$ cat config.mk
export PLATFORM = sky130hd
export DESIGN_NAME = rgba_blend_equation
export DESIGN_NICKNAME = d
export VERILOG_FILES = /design/src/hdl/rbe_pkg.sv /design/src/hdl/rbe_lane.sv /design/src/hdl/rbe_merge.sv /design/src/hdl/rgba_blend_equation.sv
export SDC_FILE = /design/constraint.sdc
export NUM_CORES = 2
export LEC_CHECK = 0
export ABC_CLOCK_PERIOD_IN_PS = 4900
export BUFFER_PORTS_ARGS = -buffer_cell sky130_fd_sc_hd__clkbuf_2
export CAP_MARGIN = 20
export CORE_MARGIN = 5
export CORE_UTILIZATION = 60
export CTS_CLUSTER_SIZE = 12
export DETAILED_ROUTE_END_ITERATION = 12
export HOLD_SLACK_MARGIN = 0.02
export PLACE_DENSITY = 0.78
export SLEW_MARGIN = 20
export SYNTH_ARGS = -nofsm -noshare
export SYNTH_HDL_FRONTEND = slang
export SYNTH_SLANG_ARGS = --single-unit
$ cat constraint.sdc
create_clock -name clk -period 4.9 [get_ports clk]
set_clock_uncertainty 0.2 [all_clocks]
set_input_delay 0.98 -clock clk [delete_from_list [all_inputs] [get_ports clk]]
set_output_delay 0.98 -clock clk [all_outputs]
set_load 0.05 [all_outputs]
$ cat src/hdl/rbe_pkg.sv
// ----------------------------------------------------------------------------
// rbe_pkg
// Shared types and constants for the RGBA blend equation unit.
// ----------------------------------------------------------------------------
package rbe_pkg;

	localparam int unsigned CHAN_W   = 8;
	localparam int unsigned LANES    = 4;
	localparam int unsigned PROD_W   = 2 * CHAN_W;
	localparam int unsigned SUM_W    = PROD_W + 1;
	localparam int unsigned RECIP_W  = 18;
	localparam int unsigned MULQ_W   = SUM_W + RECIP_W;
	localparam int unsigned QUOT_W   = CHAN_W + 1;

	// floor(x/255) == (x * 131587) >> 25 for x < 132626
	localparam logic [RECIP_W-1:0] RECIP_255   = 18'd131587;
	localparam int unsigned        RECIP_SHIFT = 25;
	localparam logic [CHAN_W-1:0]  CHAN_MAX    = 8'd255;

	typedef enum logic [2:0] {
		MODE_ADD    = 3'd0,
		MODE_SUB    = 3'd1,
		MODE_REVSUB = 3'd2,
		MODE_MIN    = 3'd3,
		MODE_MAX    = 3'd4
	} blend_mode_t;

endpackage

$ cat src/hdl/rbe_lane.sv
// ----------------------------------------------------------------------------
// rbe_lane
// One color channel: products, add/subtract combine or min/max select, divide by 255, clamp.
// Three pipeline stages, one request per cycle.
// ----------------------------------------------------------------------------
module rbe_lane
	import rbe_pkg::*;
(
	input  logic              clk,
	input  blend_mode_t       mode,
	input  logic [CHAN_W-1:0] src,
	input  logic [CHAN_W-1:0] src_f,
	input  logic [CHAN_W-1:0] dst,
	input  logic [CHAN_W-1:0] dst_f,
	output logic [CHAN_W-1:0] chan_s3
);

	logic [PROD_W-1:0] ps_s1, pd_s1;
	logic [CHAN_W-1:0] s_s1, d_s1;
	blend_mode_t       mode_s1;

	logic [SUM_W-1:0]  num_s2;
	logic [CHAN_W-1:0] byp_s2;
	logic              byp_sel_s2;

	logic [SUM_W-1:0]  num_c;
	logic [CHAN_W-1:0] byp_c;
	logic              byp_sel_c;
	logic [MULQ_W-1:0] prod_c;
	logic [QUOT_W-1:0] quot_c;

	always_ff @(posedge clk) begin
		ps_s1   <= PROD_W'(src) * PROD_W'(src_f);
		pd_s1   <= PROD_W'(dst) * PROD_W'(dst_f);
		s_s1    <= src;
		d_s1    <= dst;
		mode_s1 <= mode;
	end

	always_comb begin
		num_c     = '0;
		byp_c     = '0;
		byp_sel_c = 1'b0;
		case (mode_s1)
			MODE_ADD: begin
				num_c = SUM_W'(ps_s1) + SUM_W'(pd_s1);
			end
			MODE_SUB: begin
				if (ps_s1 > pd_s1) begin
					num_c = SUM_W'(ps_s1 - pd_s1);
				end
			end
			MODE_REVSUB: begin
				if (pd_s1 > ps_s1) begin
					num_c = SUM_W'(pd_s1 - ps_s1);
				end
			end
			MODE_MIN: begin
				byp_sel_c = 1'b1;
				byp_c     = (s_s1 < d_s1) ? s_s1 : d_s1;
			end
			MODE_MAX: begin
				byp_sel_c = 1'b1;
				byp_c     = (s_s1 > d_s1) ? s_s1 : d_s1;
			end
			default: begin
				byp_sel_c = 1'b1;
				byp_c     = '0;
			end
		endcase
	end

	always_ff @(posedge clk) begin
		num_s2     <= num_c;
		byp_s2     <= byp_c;
		byp_sel_s2 <= byp_sel_c;
	end

	assign prod_c = MULQ_W'(num_s2) * MULQ_W'(RECIP_255);
	assign quot_c = prod_c[RECIP_SHIFT +: QUOT_W];

	always_ff @(posedge clk) begin
		if (byp_sel_s2) begin
			chan_s3 <= byp_s2;
		end else if (quot_c > QUOT_W'(CHAN_MAX)) begin
			chan_s3 <= CHAN_MAX;
		end else begin
			chan_s3 <= quot_c[CHAN_W-1:0];
		end
	end

endmodule

$ cat src/hdl/rbe_merge.sv
// ----------------------------------------------------------------------------
// rbe_merge
// Packs the lane results into one RGBA word and registers it with its strobe.
// ----------------------------------------------------------------------------
module rbe_merge
	import rbe_pkg::*;
(
	input  logic                     clk,
	input  logic                     arst_n,
	input  logic                     valid_s3,
	input  logic [LANES-1:0][CHAN_W-1:0] lane_chan,
	output logic                     result_valid,
	output logic [LANES*CHAN_W-1:0]  blended_color
);

	logic                    valid_q;
	logic [LANES*CHAN_W-1:0] color_q;

	always_ff @(posedge clk or negedge arst_n) begin
		if (!arst_n) begin
			valid_q <= 1'b0;
		end else begin
			valid_q <= valid_s3;
		end
	end

	always_ff @(posedge clk) begin
		if (valid_s3) begin
			color_q <= lane_chan;
		end
	end

	assign result_valid  = valid_q;
	assign blended_color = color_q;

endmodule

$ cat src/hdl/rgba_blend_equation.sv
// ----------------------------------------------------------------------------
// rgba_blend_equation
// Per-channel RGBA blend: add, subtract, reverse subtract, min, max.
// ----------------------------------------------------------------------------
// Usage:
//   A request is taken at a rising edge with start high and busy low. busy
//   is always low: the block takes a new request every cycle.
//   Four identical channel lanes run side by side, each with three stages
//   (8x8 products, add/subtract combine, divide by 255 via reciprocal
//   multiply and clamp); a merge stage packs and registers the RGBA word.
//   blended_color is valid for one cycle with result_valid high, once the
//   request has passed the three lane stages and the merge register.
//   Throughput is one pixel per cycle. The receiver cannot stall; results
//   are never held back. blend_mode must be written with blend_mode_we only
//   while no request is in flight; the block itself does not enforce this.
//   Codes 5..7 produce a black, zero-alpha result. Reset clears blend_mode
//   to add and drops all in-flight requests.
// ----------------------------------------------------------------------------
module rgba_blend_equation
	import rbe_pkg::*;
(
	input  logic        clk,
	input  logic        arst_n,
	input  logic        start,
	output logic        busy,
	input  logic        blend_mode_we,
	input  logic [2:0]  blend_mode,
	input  logic [31:0] source_color,
	input  logic [31:0] source_factor,
	input  logic [31:0] dest_color,
	input  logic [31:0] dest_factor,
	output logic        result_valid,
	output logic [31:0] blended_color
);

	blend_mode_t                  blend_mode_q;
	logic                         valid_s1, valid_s2, valid_s3;
	logic [LANES-1:0][CHAN_W-1:0] lane_chan;

	assign busy = 1'b0;

	always_ff @(posedge clk or negedge arst_n) begin
		if (!arst_n) begin
			blend_mode_q <= MODE_ADD;
		end else if (blend_mode_we) begin
			blend_mode_q <= blend_mode_t'(blend_mode);
		end
	end

	always_ff @(posedge clk or negedge arst_n) begin
		if (!arst_n) begin
			valid_s1 <= 1'b0;
			valid_s2 <= 1'b0;
			valid_s3 <= 1'b0;
		end else begin
			valid_s1 <= start & ~busy;
			valid_s2 <= valid_s1;
			valid_s3 <= valid_s2;
		end
	end

	for (genvar i = 0; i < LANES; i++) begin : g_lane
		rbe_lane u_lane (
			.clk     (clk),
			.mode    (blend_mode_q),
			.src     (source_color [i*CHAN_W +: CHAN_W]),
			.src_f   (source_factor[i*CHAN_W +: CHAN_W]),
			.dst     (dest_color   [i*CHAN_W +: CHAN_W]),
			.dst_f   (dest_factor  [i*CHAN_W +: CHAN_W]),
			.chan_s3 (lane_chan[i])
		);
	end

	rbe_merge u_merge (
		.clk           (clk),
		.arst_n        (arst_n),
		.valid_s3      (valid_s3),
		.lane_chan     (lane_chan),
		.result_valid  (result_valid),
		.blended_color (blended_color)
	);

endmodule

==> qor.log <==
[floorplan] die boundary height 277 microns
[drt] total DRC errors in the routed layout 0
[final_layout] Syn-to-layout area delta 12.4%
[timing] final period demand of the worst path 4740 ps
[placement] number of port buffers 167
[setup_path] setup slack, reg-to-reg 230 ps
[power] ratio of total power to cell area 575 nW/um^2
[final_layout] antenna diode instance count 0
[floorplan] count of standard-cell rows 98
[timing] Max transition margin 36.5%
[synth] register area share after synthesis 18.0%
[setup_path] cell seen most often among critical-path stages sky130_fd_sc_hd__fa_1
[setup_path] critical-path maximum fanout 6
[synth] ys async rst share 1.91%
[final_layout] FF+latch area 7710 sq um
[drt] Detail Route Antenna Nets 0
[synth] Post-synth EDFFs 32
[synth] top flip-flop cell by instance count after synthesis sky130_fd_sc_hd__dfxtp_1
[synth] area share of the largest cell type after synthesis 26.1%
[setup_path] nature of the critical path startpoint input port
[global_route] maximum number of pins on one net before global-route repair 42
[synth] largest cells by area after synthesis sky130_fd_sc_hd__ha_1, sky130_fd_sc_hd__fa_1, sky130_fd_sc_hd__dfxtp_1
[timing] timing-limited maximum frequency 211 MHz
[setup_path] delay-heaviest family, CP adder cells
[placement] Post-DP Area 46600 sq um
[synth] Synthesis Warnings 0
[final_layout] proportion of layout cells with a drive suffix above 1 11.6%
[final_layout] final cell utilization of the core 67.7%
[cts] clock network latency to the later pin of the worst-skew pair 570 ps
[drt] DR WL/cell 16.5 microns
[setup_path] delay of the slowest critical-path stage 530 ps
[power] portion of total power attributed to sequential cells 17.9%
[global_route] vias in the first global route 34438
[setup_path] Critical Path Sink Type flop
[cts] Post-CTS Hold Buffers 0
[final_layout] number of nets in the final layout 6513
[flow_run] Max Cap Violations 0
[power] VDD IR-drop max 0.000347 V
[timing] Final setup violation count 0
[power] P_int 0.0144 W
[cts] TritonCTS clock tree built
[drt] total length of routed wires 101000 microns
[cts] root buffer cell sky130_fd_sc_hd__clkbuf_16
[cts] maximum level of the CTS H-tree 2
[synth] cell accounting for the most synthesized area sky130_fd_sc_hd__ha_1
[floorplan] Total Die Area 76800 sq um
[floorplan] width of the die 277 microns
[worst_hold_path] class of the worst hold path input port to async pin
[floorplan] area of the core 71100 sq um
[cts] clk sink count 367
[drt] Initial DRT Pass Iterations 6
[synth] Mean Syn Cell Area 9.04 sq um
[setup_path] buffers plus inverters on the worst setup path 3
[power] Switch Pwr 0.0133 W
[run_status] outcome completed
[global_route] global-route wire length before repair 168000 microns
[power] static leakage 25.6 nW
[setup_path] slowest cell on the critical path sky130_fd_sc_hd__fa_1
[final_layout] Multi-input gate area 32100 sq um
[global_route] GR Overflow Total 0
[final_layout] number of non-filler instances in the completed layout 6119
[placement] placed wire-length estimate after detailed placement 83600 microns
[drt] routed via count 34314
[placement] placed instance count 6041
[floorplan] boundary pin count 169
[setup_path] crit-path cells clkbuf_2 > and2_1 > fa_1 > fa_1 > inv_1 > fa_1 > inv_1 > fa_1 > ha_1 > o21ai_0 > a21boi_0 > o21ai_0 > a21boi_0 > o21ai_0 > a21oi_1 > o41ai_2 > xnor2_1
[timing] final hold violation count 0
[timing] Worst Max-Slew Pin Slew 950 ps
[timing] final total negative setup slack 0 ps
[synth] synthesized instance count 4739
[power] switching power as a share of total power 47.9%
[setup_path] data required time at the worst endpoint 5160 ps
[cts] number of buffers added by the clock tree synthesis step 42
[global_route] overall track demand over capacity in global routing 25.9%
[timing] max-slew violation count 0
[synth] number of nets produced by synthesis 6114
[cts] clock-pin transition on the worst setup and hold timing paths 60 ps
[power] sum of internal, switching and leakage power 0.0277 W
[placement] final weighted congestion in routability-driven placement 0.926
[drt] Via-to-Cell Ratio 5.61
[synth] most common library cells after synthesis sky130_fd_sc_hd__ha_1, sky130_fd_sc_hd__inv_1, sky130_fd_sc_hd__fa_1
[synth] post-synthesis instance area 42800 sq um
[synth] number of different library cells in the post-synthesis netlist 94
[synth] cell with the most instances after synthesis sky130_fd_sc_hd__ha_1
[setup_path] Worst Setup Path Type input port to flop
[setup_path] data arrival time at the worst-slack endpoint 5000 ps
[floorplan] initial standard-cell utilization of the core 60.2%
[drt] drt initial violations 2078
[cts] Bufs on Longest Clock Path 3
[timing] Period Utilization, post-route 96.8%
[final_layout] fill cell count 5680
[global_route] antenna violations before repair 2
[power] Logic pwr share 70.9%
[final_layout] final std cell area, no fill 48100 sq um
[synth] post-synthesis register bit count 367
[power] relative contribution of the clock network to total power 11.2%
==> kinds of logic after synthesis <==
logic type                 share of synthesized area, %
adders and majority gates                          42.3
and+or+nand+nor                                    13.7
AOI/OAI and AO/OA                                  14.7
buffers and inverters                              7.64
DFF                                                18.0
xor gates and xnor gates                           3.45
muxes                                             0.149
other                                           0.00876
==> routing by layer <==
layer	share of wire (%)	track usage [%]	up-vias	wire, microns
li1	-	-	16729	-
met1	44	34.6	16489	44400
met2	48	44.8	923	48400
met3	5.3	2.82	173	5360
met4	2.7	7.30	0	2770
met5	0	0	-	0
==> stage by stage <==
step	setup WS (ps)	hold WS [ps]
5_1_grt	-27.1	58.3
4_1_cts	4.34	41.7
2_1_floorplan	-20.1	131
3_3_place_gp	-291	136
3_5_place_dp	-461	155
6_report	157	66.9
==> registers in the layout, summed over array words and instances, names as in the netlist <==
signal                    flops
blend_mode_q                  3
g_lane.u_lane.byp_s2         32
g_lane.u_lane.byp_sel_s2      1
g_lane.u_lane.chan_s3        32
g_lane.u_lane.d_s1           32
g_lane.u_lane.mode_s1         3
g_lane.u_lane.num_s2         68
g_lane.u_lane.pd_s1          64
g_lane.u_lane.ps_s1          64
g_lane.u_lane.s_s1           32
u_merge.blended_color        32
u_merge.result_valid          1
valid_s1                      1
valid_s2                      1
valid_s3                      1
==> cells in the final DEF, fill, tap and decap left out, types with 11 or more instances in the layout <==
cell                        instances
sky130_fd_sc_hd__ha_1             892
sky130_fd_sc_hd__inv_1            766
sky130_fd_sc_hd__fa_1             348
sky130_fd_sc_hd__nand2_1          337
sky130_fd_sc_hd__dfxtp_1          325
sky130_fd_sc_hd__and2_1           297
sky130_fd_sc_hd__buf_4            276
sky130_fd_sc_hd__nor2_1           271
sky130_fd_sc_hd__a21oi_1          189
sky130_fd_sc_hd__clkbuf_2         167
sky130_fd_sc_hd__xnor2_1          140
sky130_fd_sc_hd__o21ai_0          115
sky130_fd_sc_hd__a21o_1           100
sky130_fd_sc_hd__nor3_1            56
sky130_fd_sc_hd__nor2b_1           50
sky130_fd_sc_hd__nand2b_1          43
sky130_fd_sc_hd__a22o_1            43
sky130_fd_sc_hd__clkbuf_16         43
sky130_fd_sc_hd__o21ai_1           40
sky130_fd_sc_hd__o22ai_1           38
sky130_fd_sc_hd__nand3_1           35
sky130_fd_sc_hd__o21bai_1          33
sky130_fd_sc_hd__edfxtp_1          32
sky130_fd_sc_hd__a221oi_1          31
sky130_fd_sc_hd__a31oi_1           28
sky130_fd_sc_hd__xor2_1            26
sky130_fd_sc_hd__nand4_1           25
sky130_fd_sc_hd__o21a_1            23
sky130_fd_sc_hd__a211oi_1          22
sky130_fd_sc_hd__o211ai_1          22
sky130_fd_sc_hd__and3_1            20
sky130_fd_sc_hd__o31a_1            18
sky130_fd_sc_hd__a21boi_0          16
sky130_fd_sc_hd__or3_1             15
sky130_fd_sc_hd__o41ai_2           14
sky130_fd_sc_hd__a211o_1           13
sky130_fd_sc_hd__or2_2             12
sky130_fd_sc_hd__a2bb2oi_1         11
sky130_fd_sc_hd__o31ai_1           11
==> worst register-to-register path, cell delays in order (launching register included) <==
cell and delay (ps):
sky130_fd_sc_hd__dfxtp_1 330, sky130_fd_sc_hd__inv_1 70, sky130_fd_sc_hd__ha_1 280, sky130_fd_sc_hd__inv_1 40, sky130_fd_sc_hd__ha_1 180, sky130_fd_sc_hd__ha_1 180, sky130_fd_sc_hd__ha_1 270, sky130_fd_sc_hd__inv_1 50
sky130_fd_sc_hd__fa_1 400, sky130_fd_sc_hd__fa_1 400, sky130_fd_sc_hd__inv_1 70, sky130_fd_sc_hd__ha_1 170, sky130_fd_sc_hd__buf_4 110, sky130_fd_sc_hd__a211o_1 120, sky130_fd_sc_hd__a31oi_1 40, sky130_fd_sc_hd__a211oi_1 330
sky130_fd_sc_hd__o2111ai_1 200, sky130_fd_sc_hd__a311oi_1 260, sky130_fd_sc_hd__buf_4 170, sky130_fd_sc_hd__or2_1 200, sky130_fd_sc_hd__nand2_1 110, sky130_fd_sc_hd__xnor2_1 150, sky130_fd_sc_hd__o31a_1 240
==> final timing paths <==
path	start	endpoint	cells past startpoint
max	dest_color[2]	g_lane[0].u_lane.pd_s1[15]	17
min	arst_n	valid_s3	1
max reg2reg	g_lane[1].u_lane.num_s2[6]	g_lane[1].u_lane.chan_s3[7]	22
min reg2reg	valid_s2	valid_s3	0
max in group asynchronous	arst_n	u_merge.result_valid	1
min in group clk	valid_s2	valid_s3	0
==> final cells by class <==
type / instances / share of cell area, %
multi-input cells: 3516 / 66.7
clock buffers: 58 / 2.54
well taps: 950 / 2.47
inverters: 768 / 5.99
flip-flops and latches: 367 / 16.0
repair buffers: 443 / 6.04
clock inverters: 17 / 0.281
==> power by group through the flow <==
stage / combinational [W] / sequential (W) / clock [W]
2_1_floorplan: 0.0144 / 0.00481 / 0
3_3_place_gp: 0.0186 / 0.00496 / 0
3_5_place_dp: 0.0192 / 0.00499 / 0
4_1_cts: 0.0194 / 0.00494 / 0.00317
5_1_grt: 0.0222 / 0.00505 / 0.00328
6_report: 0.0196 / 0.00495 / 0.00311
==> repair_timing <==
item	in CTS	in global routing
pin swaps	0	7
setup endpoints to repair	2	37
gates resized for setup	2	44
buffers inserted	0	3
No activity file was read; power rests on OpenSTA's default activity.
